$ cat config.mk
export PLATFORM = sky130hd
export DESIGN_NAME = line_follower_pid_drive_flat
export DESIGN_NICKNAME = d
export VERILOG_FILES = /design/src/hdl/lfpd_pkg.sv /design/src/hdl/lfpd_intf.sv /design/src/hdl/lfpd_err_stage.sv /design/src/hdl/lfpd_drive_stage.sv /design/src/hdl/line_follower_pid_drive.sv /design/src/flat_wrapper.sv
export SDC_FILE = /design/constraint.sdc
export NUM_CORES = 2
export LEC_CHECK = 0
export ABC_AREA = 1
export BUFFER_PORTS_ARGS = -buffer_cell sky130_fd_sc_hd__clkbuf_2
export CORE_UTILIZATION = 30
export CTS_CLUSTER_DIAMETER = 150
export DETAILED_ROUTE_END_ITERATION = 10
export HOLD_SLACK_MARGIN = 0.1
export PLACE_DENSITY = 0.54
export SLEW_MARGIN = 5
export SYNTH_ARGS = -nofsm -noshare
export SYNTH_HDL_FRONTEND = slang
export SYNTH_HIERARCHICAL = 1
export SYNTH_SLANG_ARGS = --single-unit
$ cat constraint.sdc
create_clock -name i_clk -period 8.8 [get_ports i_clk]
set_input_delay 1.76 -clock i_clk [delete_from_list [all_inputs] [get_ports i_clk]]
set_output_delay 1.76 -clock i_clk [all_outputs]
set_load 0.03 [all_outputs]
$ cat src/hdl/lfpd_pkg.sv
// ----------------------------------------------------------------------------
// lfpd_pkg
// Shared widths, register indexes and item types of the line follower drive.
// ----------------------------------------------------------------------------
package lfpd_pkg;

    localparam int SAMPLE_W   = 8;
    localparam int LEVEL_W    = 6;
    localparam int GAIN_W     = 16;
    localparam int SPEED_W    = 7;
    localparam int OUT_W      = 8;
    localparam int ERR_W      = 7;
    localparam int DIFF_W     = 8;
    localparam int SUM_W      = 16;
    localparam int FRAC_W     = 10;
    localparam int PROD_P_W   = GAIN_W + 1 + ERR_W;
    localparam int PROD_I_W   = GAIN_W + 1 + SUM_W;
    localparam int PROD_D_W   = GAIN_W + 1 + DIFF_W;
    localparam int ACC_W      = PROD_I_W + 2;
    localparam int PID_W      = ACC_W - FRAC_W;
    localparam int DRV_W      = PID_W + 1;
    localparam int CFG_IDX_W  = 8;
    localparam int CFG_DATA_W = 16;

    typedef enum logic [CFG_IDX_W-1:0] {
        REG_GAIN_P     = 8'd0,
        REG_GAIN_I     = 8'd1,
        REG_GAIN_D     = 8'd2,
        REG_BASE_LEFT  = 8'd3,
        REG_BASE_RIGHT = 8'd4,
        REG_PIVOT      = 8'd5,
        REG_LINE_THR   = 8'd6,
        REG_DARK_THR   = 8'd7
    } t_reg_idx;

    localparam logic [GAIN_W-1:0]  RST_GAIN_P = 16'd5120;
    localparam logic [GAIN_W-1:0]  RST_GAIN_I = 16'd20;
    localparam logic [GAIN_W-1:0]  RST_GAIN_D = 16'd1024;
    localparam logic [SPEED_W-1:0] RST_SPEED  = 7'd45;
    localparam logic [LEVEL_W-1:0] RST_LINE   = 6'd30;
    localparam logic [LEVEL_W-1:0] RST_DARK   = 6'd5;

    typedef struct packed {
        logic [GAIN_W-1:0]  gain_p;
        logic [GAIN_W-1:0]  gain_i;
        logic [GAIN_W-1:0]  gain_d;
        logic [SPEED_W-1:0] base_left;
        logic [SPEED_W-1:0] base_right;
        logic [SPEED_W-1:0] pivot_speed;
        logic [LEVEL_W-1:0] line_thr;
        logic [LEVEL_W-1:0] dark_thr;
    } t_cfg;

    typedef struct packed {
        logic [SAMPLE_W-1:0] left;
        logic [SAMPLE_W-1:0] center;
        logic [SAMPLE_W-1:0] right;
    } t_sample;

    typedef struct packed {
        logic signed [ERR_W-1:0]  err;
        logic signed [SUM_W-1:0]  sum;
        logic signed [DIFF_W-1:0] diff;
        logic                     pivot;
        logic                     turn_left;
    } t_err_item;

    typedef struct packed {
        logic signed [PROD_P_W-1:0] prod_p;
        logic signed [PROD_I_W-1:0] prod_i;
        logic signed [PROD_D_W-1:0] prod_d;
        logic                       pivot;
        logic                       turn_left;
    } t_prod_item;

endpackage

$ cat src/hdl/lfpd_intf.sv
// ----------------------------------------------------------------------------
// lfpd channel interfaces
// Sample, drive and register write channels with valid/ready handshake.
// ----------------------------------------------------------------------------
interface lfpd_sample_if;
    logic                          valid;
    logic                          ready;
    logic [lfpd_pkg::SAMPLE_W-1:0] left_sample;
    logic [lfpd_pkg::SAMPLE_W-1:0] center_sample;
    logic [lfpd_pkg::SAMPLE_W-1:0] right_sample;

    modport source (output valid, left_sample, center_sample, right_sample, input ready);
    modport sink   (input valid, left_sample, center_sample, right_sample, output ready);
endinterface

interface lfpd_drive_if;
    logic                              valid;
    logic                              ready;
    logic signed [lfpd_pkg::OUT_W-1:0] left_speed;
    logic signed [lfpd_pkg::OUT_W-1:0] right_speed;
    logic                              pivoting;

    modport source (output valid, left_speed, right_speed, pivoting, input ready);
    modport sink   (input valid, left_speed, right_speed, pivoting, output ready);
endinterface

interface lfpd_cfg_if;
    logic                            valid;
    logic                            ready;
    logic [lfpd_pkg::CFG_IDX_W-1:0]  index;
    logic [lfpd_pkg::CFG_DATA_W-1:0] data;

    modport source (output valid, index, data, input ready);
    modport sink   (input valid, index, data, output ready);
endinterface

$ cat src/hdl/lfpd_err_stage.sv
// ----------------------------------------------------------------------------
// lfpd_err_stage
// Error, saturating integral and difference; holds the controller state.
// ----------------------------------------------------------------------------
module lfpd_err_stage (
    input  logic                i_clk,
    input  logic                i_rst_n,
    input  lfpd_pkg::t_cfg      i_regs,
    input  logic                i_valid,
    output logic                o_ready,
    input  lfpd_pkg::t_sample   i_item,
    output logic                o_valid,
    input  logic                i_ready,
    output lfpd_pkg::t_err_item o_item
);

    logic                   [lfpd_pkg::LEVEL_W-1:0] lv, cv, rv;
    logic signed            [lfpd_pkg::ERR_W-1:0]   err;
    logic signed            [lfpd_pkg::SUM_W:0]     sum_wide;
    logic                                           all_dark, all_bright, load;
    lfpd_pkg::t_err_item                            n_item;

    logic                                           r_valid;
    lfpd_pkg::t_err_item                            r_item;
    logic signed            [lfpd_pkg::ERR_W-1:0]   r_last_error;
    logic signed            [lfpd_pkg::SUM_W-1:0]   r_error_sum;

    assign o_ready = !r_valid || i_ready;
    assign load    = i_valid && o_ready;
    assign o_valid = r_valid;
    assign o_item  = r_item;

    always_comb begin
        lv = i_item.left[lfpd_pkg::SAMPLE_W-1 -: lfpd_pkg::LEVEL_W];
        cv = i_item.center[lfpd_pkg::SAMPLE_W-1 -: lfpd_pkg::LEVEL_W];
        rv = i_item.right[lfpd_pkg::SAMPLE_W-1 -: lfpd_pkg::LEVEL_W];
        all_dark   = (cv < i_regs.dark_thr) && (rv < i_regs.dark_thr) && (lv < i_regs.dark_thr);
        all_bright = (cv > i_regs.line_thr) && (rv > i_regs.line_thr) && (lv > i_regs.line_thr);
        err = $signed({1'b0, rv}) - $signed({1'b0, lv});
        if (all_dark || all_bright) begin
            err = '0;
        end
        sum_wide = $signed({r_error_sum[lfpd_pkg::SUM_W-1], r_error_sum})
                 + $signed({{(lfpd_pkg::SUM_W+1-lfpd_pkg::ERR_W){err[lfpd_pkg::ERR_W-1]}}, err});
        n_item.err = err;
        if (sum_wide[lfpd_pkg::SUM_W] != sum_wide[lfpd_pkg::SUM_W-1]) begin
            // saturate toward the sign of the true sum
            n_item.sum = {sum_wide[lfpd_pkg::SUM_W], {(lfpd_pkg::SUM_W-1){~sum_wide[lfpd_pkg::SUM_W]}}};
        end else begin
            n_item.sum = sum_wide[lfpd_pkg::SUM_W-1:0];
        end
        n_item.diff = $signed({err[lfpd_pkg::ERR_W-1], err})
                    - $signed({r_last_error[lfpd_pkg::ERR_W-1], r_last_error});
        n_item.pivot     = cv < i_regs.line_thr;
        n_item.turn_left = lv > rv;
    end

    always_ff @(posedge i_clk) begin
        if (!i_rst_n) begin
            r_valid      <= 1'b0;
            r_last_error <= '0;
            r_error_sum  <= '0;
        end else begin
            if (o_ready) begin
                r_valid <= i_valid;
            end
            if (load) begin
                r_last_error <= n_item.err;
                r_error_sum  <= n_item.sum;
            end
        end
        if (load) begin
            r_item <= n_item;
        end
    end

    a_state_tracks_item: assert property (@(posedge i_clk) disable iff (!i_rst_n)
        r_valid |-> (r_item.err == r_last_error) && (r_item.sum == r_error_sum))
        else $error("held item disagrees with controller state");

    a_stall_holds_state: assert property (@(posedge i_clk) disable iff (!i_rst_n)
        r_valid && !i_ready |=> $stable(r_last_error) && $stable(r_error_sum))
        else $error("controller state moved during stall");

endmodule

$ cat src/hdl/lfpd_drive_stage.sv
// ----------------------------------------------------------------------------
// lfpd_drive_stage
// PID products, truncating scale, speed saturation and pivot selection.
// ----------------------------------------------------------------------------
module lfpd_drive_stage (
    input  logic                 i_clk,
    input  logic                 i_rst_n,
    input  lfpd_pkg::t_cfg       i_regs,
    input  logic                 i_valid,
    output logic                 o_ready,
    input  lfpd_pkg::t_err_item  i_item,
    lfpd_drive_if.source         o_drive
);

    localparam logic signed [lfpd_pkg::DRV_W-1:0] SPD_MAX =
        lfpd_pkg::DRV_W'((1 <<< (lfpd_pkg::OUT_W - 1)) - 1);
    localparam logic signed [lfpd_pkg::DRV_W-1:0] SPD_MIN =
        lfpd_pkg::DRV_W'(-(1 <<< (lfpd_pkg::OUT_W - 1)));
    localparam logic signed [lfpd_pkg::ACC_W-1:0] RND     =
        lfpd_pkg::ACC_W'((1 <<< lfpd_pkg::FRAC_W) - 1);

    logic signed          [lfpd_pkg::GAIN_W:0]   gp_s, gi_s, gd_s;
    lfpd_pkg::t_prod_item                        n_prod;
    logic signed          [lfpd_pkg::ACC_W-1:0]  acc, acc_adj;
    logic signed          [lfpd_pkg::PID_W-1:0]  pid;
    logic signed          [lfpd_pkg::DRV_W-1:0]  ls_wide, rs_wide;
    logic signed          [lfpd_pkg::OUT_W-1:0]  n_left, n_right;
    logic                                        prod_ready, out_adv;

    logic                                        r_prod_valid;
    lfpd_pkg::t_prod_item                        r_prod;
    logic                                        r_out_valid;
    logic signed          [lfpd_pkg::OUT_W-1:0]  r_left, r_right;
    logic                                        r_pivoting;

    assign out_adv    = !r_out_valid || o_drive.ready;
    assign prod_ready = !r_prod_valid || out_adv;
    assign o_ready    = prod_ready;

    assign o_drive.valid       = r_out_valid;
    assign o_drive.left_speed  = r_left;
    assign o_drive.right_speed = r_right;
    assign o_drive.pivoting    = r_pivoting;

    always_comb begin
        gp_s = $signed({1'b0, i_regs.gain_p});
        gi_s = $signed({1'b0, i_regs.gain_i});
        gd_s = $signed({1'b0, i_regs.gain_d});
        n_prod.prod_p = lfpd_pkg::PROD_P_W'(gp_s) * lfpd_pkg::PROD_P_W'(i_item.err);
        n_prod.prod_i = lfpd_pkg::PROD_I_W'(gi_s) * lfpd_pkg::PROD_I_W'(i_item.sum);
        n_prod.prod_d = lfpd_pkg::PROD_D_W'(gd_s) * lfpd_pkg::PROD_D_W'(i_item.diff);
        n_prod.pivot     = i_item.pivot;
        n_prod.turn_left = i_item.turn_left;
    end

    always_comb begin
        acc = lfpd_pkg::ACC_W'(r_prod.prod_p) + lfpd_pkg::ACC_W'(r_prod.prod_i)
            + lfpd_pkg::ACC_W'(r_prod.prod_d);
        // bias negatives so the shift truncates toward zero
        acc_adj = acc[lfpd_pkg::ACC_W-1] ? acc + RND : acc;
        pid     = acc_adj[lfpd_pkg::ACC_W-1:lfpd_pkg::FRAC_W];
        ls_wide = $signed({{(lfpd_pkg::DRV_W-lfpd_pkg::SPEED_W){1'b0}}, i_regs.base_left})
                + lfpd_pkg::DRV_W'(pid);
        rs_wide = $signed({{(lfpd_pkg::DRV_W-lfpd_pkg::SPEED_W){1'b0}}, i_regs.base_right})
                - lfpd_pkg::DRV_W'(pid);
        if (r_prod.pivot) begin
            if (r_prod.turn_left) begin
                n_left  = '0;
                n_right = $signed({1'b0, i_regs.pivot_speed});
            end else begin
                n_left  = $signed({1'b0, i_regs.pivot_speed});
                n_right = '0;
            end
        end else begin
            if (ls_wide > SPD_MAX) begin
                n_left = SPD_MAX[lfpd_pkg::OUT_W-1:0];
            end else if (ls_wide < SPD_MIN) begin
                n_left = SPD_MIN[lfpd_pkg::OUT_W-1:0];
            end else begin
                n_left = ls_wide[lfpd_pkg::OUT_W-1:0];
            end
            if (rs_wide > SPD_MAX) begin
                n_right = SPD_MAX[lfpd_pkg::OUT_W-1:0];
            end else if (rs_wide < SPD_MIN) begin
                n_right = SPD_MIN[lfpd_pkg::OUT_W-1:0];
            end else begin
                n_right = rs_wide[lfpd_pkg::OUT_W-1:0];
            end
        end
    end

    always_ff @(posedge i_clk) begin
        if (!i_rst_n) begin
            r_prod_valid <= 1'b0;
            r_out_valid  <= 1'b0;
        end else begin
            if (prod_ready) begin
                r_prod_valid <= i_valid;
            end
            if (out_adv) begin
                r_out_valid <= r_prod_valid;
            end
        end
        if (i_valid && prod_ready) begin
            r_prod <= n_prod;
        end
        if (r_prod_valid && out_adv) begin
            r_left     <= n_left;
            r_right    <= n_right;
            r_pivoting <= r_prod.pivot;
        end
    end

    a_pivot_stops_one_wheel: assert property (@(posedge i_clk) disable iff (!i_rst_n)
        r_out_valid && r_pivoting |-> (r_left == '0) || (r_right == '0))
        else $error("pivot result drives both wheels");

endmodule

$ cat src/hdl/line_follower_pid_drive.sv
// ----------------------------------------------------------------------------
// line_follower_pid_drive
// PID steering of a differential drive from three line sensor samples.
// Registers: input sample, error/integral item, products, drive output.
// Throughput: one item per cycle unless the drive receiver stalls; the
// error/integral stage updates its state per item, so items may follow
// back to back. Reset: clears the integral, last error and all valid flags,
// and loads the register defaults. Register writes are taken every cycle.
// ----------------------------------------------------------------------------
module line_follower_pid_drive (
    input  logic         i_clk,
    input  logic         i_rst_n,
    lfpd_sample_if.sink  i_sample,
    lfpd_drive_if.source o_drive,
    lfpd_cfg_if.sink     i_cfg
);

    lfpd_pkg::t_cfg      r_regs;
    logic                r_in_valid;
    lfpd_pkg::t_sample   r_in;
    logic                err_ready, err_valid, drv_ready;
    lfpd_pkg::t_err_item err_item;

    assign i_cfg.ready    = 1'b1;
    assign i_sample.ready = !r_in_valid || err_ready;

    always_ff @(posedge i_clk) begin
        if (!i_rst_n) begin
            r_regs.gain_p      <= lfpd_pkg::RST_GAIN_P;
            r_regs.gain_i      <= lfpd_pkg::RST_GAIN_I;
            r_regs.gain_d      <= lfpd_pkg::RST_GAIN_D;
            r_regs.base_left   <= lfpd_pkg::RST_SPEED;
            r_regs.base_right  <= lfpd_pkg::RST_SPEED;
            r_regs.pivot_speed <= lfpd_pkg::RST_SPEED;
            r_regs.line_thr    <= lfpd_pkg::RST_LINE;
            r_regs.dark_thr    <= lfpd_pkg::RST_DARK;
        end else if (i_cfg.valid) begin
            case (i_cfg.index)
                lfpd_pkg::REG_GAIN_P:     r_regs.gain_p      <= i_cfg.data[lfpd_pkg::GAIN_W-1:0];
                lfpd_pkg::REG_GAIN_I:     r_regs.gain_i      <= i_cfg.data[lfpd_pkg::GAIN_W-1:0];
                lfpd_pkg::REG_GAIN_D:     r_regs.gain_d      <= i_cfg.data[lfpd_pkg::GAIN_W-1:0];
                lfpd_pkg::REG_BASE_LEFT:  r_regs.base_left   <= i_cfg.data[lfpd_pkg::SPEED_W-1:0];
                lfpd_pkg::REG_BASE_RIGHT: r_regs.base_right  <= i_cfg.data[lfpd_pkg::SPEED_W-1:0];
                lfpd_pkg::REG_PIVOT:      r_regs.pivot_speed <= i_cfg.data[lfpd_pkg::SPEED_W-1:0];
                lfpd_pkg::REG_LINE_THR:   r_regs.line_thr    <= i_cfg.data[lfpd_pkg::LEVEL_W-1:0];
                lfpd_pkg::REG_DARK_THR:   r_regs.dark_thr    <= i_cfg.data[lfpd_pkg::LEVEL_W-1:0];
                default: begin
                end
            endcase
        end
    end

    always_ff @(posedge i_clk) begin
        if (!i_rst_n) begin
            r_in_valid <= 1'b0;
        end else if (i_sample.ready) begin
            r_in_valid <= i_sample.valid;
        end
        if (i_sample.valid && i_sample.ready) begin
            r_in.left   <= i_sample.left_sample;
            r_in.center <= i_sample.center_sample;
            r_in.right  <= i_sample.right_sample;
        end
    end

    lfpd_err_stage u_err (
        .i_clk   (i_clk),
        .i_rst_n (i_rst_n),
        .i_regs  (r_regs),
        .i_valid (r_in_valid),
        .o_ready (err_ready),
        .i_item  (r_in),
        .o_valid (err_valid),
        .i_ready (drv_ready),
        .o_item  (err_item)
    );

    lfpd_drive_stage u_drive (
        .i_clk   (i_clk),
        .i_rst_n (i_rst_n),
        .i_regs  (r_regs),
        .i_valid (err_valid),
        .o_ready (drv_ready),
        .i_item  (err_item),
        .o_drive (o_drive)
    );

endmodule

$ cat src/flat_wrapper.sv
// flat-port wrapper written by rule: the top's interface ports become plain ports
module line_follower_pid_drive_flat 
  (i_clk, i_rst_n, i_sample_valid, i_sample_left_sample, i_sample_center_sample, i_sample_right_sample, i_sample_ready, o_drive_valid, o_drive_left_speed, o_drive_right_speed, o_drive_pivoting, o_drive_ready, i_cfg_valid, i_cfg_index, i_cfg_data, i_cfg_ready);
  lfpd_sample_if i_sample_i ();
  lfpd_drive_if o_drive_i ();
  lfpd_cfg_if i_cfg_i ();
  input  logic i_clk;
  input  logic i_rst_n;
  input wire logic [$bits(i_sample_i.valid)-1:0] i_sample_valid;
  input wire logic [$bits(i_sample_i.left_sample)-1:0] i_sample_left_sample;
  input wire logic [$bits(i_sample_i.center_sample)-1:0] i_sample_center_sample;
  input wire logic [$bits(i_sample_i.right_sample)-1:0] i_sample_right_sample;
  output wire logic [$bits(i_sample_i.ready)-1:0] i_sample_ready;
  output wire logic [$bits(o_drive_i.valid)-1:0] o_drive_valid;
  output wire logic [$bits(o_drive_i.left_speed)-1:0] o_drive_left_speed;
  output wire logic [$bits(o_drive_i.right_speed)-1:0] o_drive_right_speed;
  output wire logic [$bits(o_drive_i.pivoting)-1:0] o_drive_pivoting;
  input wire logic [$bits(o_drive_i.ready)-1:0] o_drive_ready;
  input wire logic [$bits(i_cfg_i.valid)-1:0] i_cfg_valid;
  input wire logic [$bits(i_cfg_i.index)-1:0] i_cfg_index;
  input wire logic [$bits(i_cfg_i.data)-1:0] i_cfg_data;
  output wire logic [$bits(i_cfg_i.ready)-1:0] i_cfg_ready;
  assign i_sample_i.valid = i_sample_valid;
  assign i_sample_i.left_sample = i_sample_left_sample;
  assign i_sample_i.center_sample = i_sample_center_sample;
  assign i_sample_i.right_sample = i_sample_right_sample;
  assign i_sample_ready = i_sample_i.ready;
  assign o_drive_valid = o_drive_i.valid;
  assign o_drive_left_speed = o_drive_i.left_speed;
  assign o_drive_right_speed = o_drive_i.right_speed;
  assign o_drive_pivoting = o_drive_i.pivoting;
  assign o_drive_i.ready = o_drive_ready;
  assign i_cfg_i.valid = i_cfg_valid;
  assign i_cfg_i.index = i_cfg_index;
  assign i_cfg_i.data = i_cfg_data;
  assign i_cfg_ready = i_cfg_i.ready;
  line_follower_pid_drive u_core (.i_clk(i_clk), .i_rst_n(i_rst_n), .i_sample(i_sample_i), .o_drive(o_drive_i), .i_cfg(i_cfg_i));
endmodule
======== After elaboration in Yosys (flattened, before gate mapping) ========
Index checks and enable logic that the tools add are counted.
storage, ports and cells
  flip-flop bits (word level) ............. 266
  input bits .............................. 53
  output and inout bits ................... 20
  logic and storage cells ................. 99
cells by class
  $add $sub $neg .......................... 8
  $mul .................................... 3
  $lt $le $gt $ge ......................... 12
  equality and inequality tests ........... 8
  mux-type cells .......................... 11
  bitwise gates (word level) .............. 1
  reductions and logical operators ........ 26
operator list
  operator                                                                        count
  26-bit by 8-bit > comparator with 1-bit output (second input constant)          2
  26-bit by 8-bit less-than comparator with 1-bit output (second input constant)  2
  8-bit 2-to-1 mux                                                                6
  34-bit by 25-bit adder with 35-bit output                                       1
  35-bit by 11-bit adder with 35-bit output (second input constant)               1
  35-bit 2-to-1 mux                                                               1
  24-bit by 33-bit adder with 34-bit output                                       1
  17-bit by 16-bit multiplier with 33-bit output                                  1
  8-bit by 3-bit == test with 1-bit output (second input constant)                4
  8-bit by 25-bit adder with 26-bit output                                        1
  8-bit by 25-bit subtractor with 26-bit output                                   1
  17-bit by 8-bit multiplier with 25-bit output                                   1
  6-bit > comparator                                                              4
  6-bit less-than comparator                                                      4
  17-bit by 7-bit multiplier with 24-bit output                                   1
  7-bit 2-to-1 mux                                                                3
  16-bit by 7-bit adder with 17-bit output                                        1
  8-bit by 2-bit == test with 1-bit output (second input constant)                2
  16-bit 2-to-1 mux                                                               1
  2-bit AND reduction                                                             8
  8-bit by 1-bit == test with 1-bit output (second input constant)                1
  1-bit logical AND                                                               8
  8-bit logical NOT                                                               1
  7-bit by 7-bit subtractor with 8-bit output                                     1
  5 further kinds                                                                 12

======== Longest topological paths before layout ========
  word-level depth ........................ 9
  mapped depth ............................ 41
  mapped depth without buffers ............ 41

======== Modules after synthesis ========
The synthesis kept the hierarchy.
by module, submodules not included
  module                   times used  cells each  area each (µm²)  sequential area each (µm²)
  lfpd_drive_stage         1           3624        26643.1          3072.9
  lfpd_err_stage           1           582         4404.2           1471.4
  line_follower_pid_drive  1           497         4161.5           2362.3

======== Worst setup path before layout ========
No wires, ideal clock.
  kind .................................... register to register
  from .................................... reg u_core.u_err.r_item (netlist bit u_core/u_err/o_item[13])
  to ...................................... reg u_core/u_drive/r_prod[57] (netlist name), data pin
  library setup time ...................... 0.266 ns
  data arrival time ....................... 5.984 ns
  data required time ...................... 8.534 ns
  path slack .............................. 2.550 ns
  cell stages (with the launch flop) ...... 27
  path buffers ............................ 2
  clock period less this slack ............ 6.250 ns
  path through ............................ edfxtp_1 clkbuf_1 clkbuf_1 nand2_1 fa_1 inv_1 fa_1 inv_1 fa_1 fa_1 inv_1 fa_1 fa_1 ha_1 a21oi_1 inv_1 a21oi_1 inv_1 a21oi_1 nor3_1 nor2_1 o21ai_0 nand3_1 nand2_1 a21boi_0 o221ai_1 xor2_1
RTL lines
  what                    RTL line                 text
  from (decl)             lfpd_err_stage.sv:24     lfpd_pkg::t_err_item r_item;
  from (signal assigned)  lfpd_err_stage.sv:73     r_item <= n_item;
  to (signal assigned)    lfpd_drive_stage.sv:105  r_prod <= n_prod;
  to (decl)               lfpd_drive_stage.sv:31   lfpd_pkg::t_prod_item r_prod;

==> metrics list <==
- Hold WS: 0.4582 ns
- Leakage power of the design: 20.89 nW
- Setup Crit Path Kind: reg -> reg
- Routed Antenna Nets: 0
- The core region is 115,100 um2.
* Post-DP HPWL: 77.10 mm
- Routability congestion estimate from global placement: 0.8932
* Run status: complete, no violations
- The worst path needs 6.959 ns of the cycle, external delays included.
- Post-route DRC violation count: 0
- Syn_area_per_cell: 7.458 um2
* Met3 usage in global routing: 2.089%
* Number of placed cells counting well taps: roughly 6,100
- Post-route clock period utilization: 79.08%
- The number of antenna violations at the first check in global routing was 4.
* CP required: 9.08 ns
- Achievable clock frequency: approximately 0.14 GHz
- Global routing used 22.05% of the available met1 tracks.
* Final Slew Violations: 0
- Routed wire length per instance: between 15 and 20 um
* Layout cells sized above 1: 7.453%
- VDD IR max: about 0.13 mV
- Setup repair after global routing missed its margin: no
* Post-Route WL: 94.01 mm
* R2R setup slack: 1.84 ns
* CTS tree: yes
* IO buf count: 65
- Clock Tree Root: sky130_fd_sc_hd__clkbuf_16
- Type of the most critical hold path: reg -> reg
* Number of maximum-capacitance violations: 0
- Clock-pin slew was measured on the worst setup and hold paths at 0.06 ns.
- Number of levels the H-tree was split into: 2
- Die area: 118,100 um2
* GRT Total Usage: 16.03%
- Initial standard-cell utilization of the core: 30.43%
- Sink Count: 260
* Top-Level Pins: 73
- For this block, the initial DRC count from the detailed router was 1,627.
* Hold-fix buffer count after cts: 0
* Combined area of all synthesized cells: 35,030 um2
- Via count of the first global-routing pass: 27,680
- Power per unit of standard cell area: a little under 200 nW/um2
- Buffers from clock root to sink, at most: 3
* Quantity of gates resized following cts: 0
- Post-CTS Setup Bufs: 0
- Inserted Diodes: 0
* Cell count after synthesis: around 4,700
* Signed area change from the synthesized netlist to the final layout: 7.937%
- Final-report hold violation count: 0
- Nature of the critical path endpoint: flip-flop
- Clk Latency, worst-skew pair: 0.56 ns
* Global Route met2 Usage: 26.68%
- The worst setup path is launched from a flip-flop.
- Most utilized layer in the global route result: met2
- Row generation in the floorplan step produced 124 rows.
- The routed layout has 28,150 vias.
- Data arrives at the worst endpoint at between 7 and 8 ns.
- Adding up every negative setup slack in the final design gives 0 ns.
- After the last flow step, the layout net total stands at approximately 5,500.
- Entering global routing, the biggest net connects just under 80 pins.
- Width of the die: 343.7 um
- Total CTS buffers: 34
* Post-synth net total: 5,483
- Slew @ Worst Pin: 1.151 ns
- Global routing finished with a remaining overflow of 0.
- Largest fanout on the critical path: 17
- The count of cells in the finished layout, fillers not included, comes to 6,208.
* Final setup violation count: 0
* Headroom to the max-slew limit: 23.05%
- Vias per std cell: around 4.5
- On the final layout, the worst clock skew is 0.02977 ns.
* First-pass iteration count of the detailed router: 6
- During synthesis, Yosys emitted a total of 6 warnings.
- Vertical extent of the die: 343.7 um
- The first global-routing pass estimated roughly 150 mm of wire.
==> report_power, final <==
group	switching, mW	leakage [nW]	total (mW)	internal [mW]
Sequential	0.173	2.31	1.64	1.47
Combinational	3.02	18.0	4.49	1.48
Clock	0.577	0.539	1.34	0.764
==> routing by layer <==
layer  share of wire, %  vias to the layer above
li1                   -                    14230
met1                 48                    13270
met2                 46                      549
met3                4.5                       94
met4                1.8                        6
met5              0.043                        -
==> cells in the final DEF (no fill, tap or decap), types with 6 or more instances in the layout <==
cell / count
sky130_fd_sc_hd__and2_1: 7
sky130_fd_sc_hd__a21oi_2: 15
sky130_fd_sc_hd__clkbuf_16: 35
sky130_fd_sc_hd__fa_1: 386
sky130_fd_sc_hd__nor2_1: 293
sky130_fd_sc_hd__dfxtp_1: 108
sky130_fd_sc_hd__nor3_1: 11
sky130_fd_sc_hd__inv_1: 1000
sky130_fd_sc_hd__nor2_2: 34
sky130_fd_sc_hd__nand2_1: 1275
sky130_fd_sc_hd__edfxtp_1: 152
sky130_fd_sc_hd__nand4_1: 47
sky130_fd_sc_hd__or2_2: 41
sky130_fd_sc_hd__nor2_4: 12
sky130_fd_sc_hd__a21boi_0: 6
sky130_fd_sc_hd__a21oi_1: 202
sky130_fd_sc_hd__xor2_1: 80
sky130_fd_sc_hd__o21bai_1: 12
sky130_fd_sc_hd__nand3_1: 301
sky130_fd_sc_hd__ha_1: 347
sky130_fd_sc_hd__nand3_2: 13
sky130_fd_sc_hd__buf_4: 14
sky130_fd_sc_hd__o21ai_0: 47
sky130_fd_sc_hd__clkbuf_2: 64
sky130_fd_sc_hd__inv_2: 26
sky130_fd_sc_hd__nand3b_1: 11
sky130_fd_sc_hd__clkinv_2: 11
sky130_fd_sc_hd__xnor2_1: 25
sky130_fd_sc_hd__nand2_2: 64
==> metrics by stage <==
| stage | worst slack (ns) | instance area, um2 | utilization [%] | power (mW) |
|---|---|---|---|---|
| floorplan | 2.550 | 35030 | - | 4.954 |
| global placement | 1.887 | 36730 | 31.91 | 6.143 |
| detailed placement | 1.843 | 36730 | 31.91 | 6.167 |
| CTS | 1.824 | 37810 | 32.84 | 7.555 |
| global route | 1.340 | 37810 | 32.84 | 8.196 |
| finish | 1.841 | 37810 | 32.84 | 7.476 |
==> final cells by class <==
| class | count | area, um2 |
|---|---|---|
| fillers | 12400 | 77310 |
| inverters | 1029 | 3864 |
| well taps | 1512 | 1892 |
| multi-input cells | 3267 | 23820 |
| repair buffers | 78 | 425.4 |
| clock inverters | 21 | 150.1 |
| flip-flops and latches | 260 | 6726 |
| clock buffers | 41 | 928.4 |
==> worst paths after layout <==
kind,start,end,cells after the start
worst min register to register,u_core/r_regs[9]$_SDFFE_PN1P_,u_core/r_regs[9]$_SDFFE_PN1P_,2
worst max register to register,u_core/r_regs[56]$_SDFFE_PN0P_,u_core/u_drive/r_prod[57]$_DFFE_PP_,24
worst min-delay path,u_core/r_regs[9]$_SDFFE_PN1P_,u_core/r_regs[9]$_SDFFE_PN1P_,2
worst max-delay path,u_core/r_regs[56]$_SDFFE_PN0P_,u_core/u_drive/r_prod[57]$_DFFE_PP_,24
==> registers in the layout, indices dropped and copies added, names as in the netlist <==
signal                              cells
u_core/u_drive/r_prod                  84
u_core/r_regs                          81
u_core/u_err/o_item                    33
u_core/r_in                            18
u_core/u_err/r_error_sum               16
u_core/u_drive/o_drive.left_speed       8
u_core/u_drive/o_drive.right_speed      8
u_core/u_err/r_last_error               7
u_core/r_in_valid                       1
u_core/u_drive/o_drive.pivoting         1
u_core/u_drive/o_drive.valid            1
u_core/u_drive/r_prod_valid             1
u_core/u_err/o_valid                    1
==> worst max-delay path, stage by stage (launching register included) <==
cell and delay, ns:
sky130_fd_sc_hd__dfxtp_1 0.92, sky130_fd_sc_hd__nand2_1 0.18, sky130_fd_sc_hd__fa_1 0.57, sky130_fd_sc_hd__inv_1 0.06, sky130_fd_sc_hd__fa_1 0.53, sky130_fd_sc_hd__inv_1 0.05, sky130_fd_sc_hd__fa_1 0.49, sky130_fd_sc_hd__inv_1 0.05
sky130_fd_sc_hd__fa_1 0.47, sky130_fd_sc_hd__inv_1 0.05, sky130_fd_sc_hd__fa_1 0.55, sky130_fd_sc_hd__inv_1 0.06, sky130_fd_sc_hd__fa_1 0.48, sky130_fd_sc_hd__ha_1 0.38, sky130_fd_sc_hd__a21oi_1 0.21, sky130_fd_sc_hd__o21ai_0 0.10
sky130_fd_sc_hd__a21oi_1 0.26, sky130_fd_sc_hd__nor3_1 0.08, sky130_fd_sc_hd__nor2_1 0.16, sky130_fd_sc_hd__o21ai_0 0.15, sky130_fd_sc_hd__nand3_1 0.09, sky130_fd_sc_hd__nand2_1 0.11, sky130_fd_sc_hd__a21boi_0 0.30, sky130_fd_sc_hd__o221ai_1 0.20
sky130_fd_sc_hd__xor2_1 0.17
Note: power is estimated with default switching activity, not from simulation.
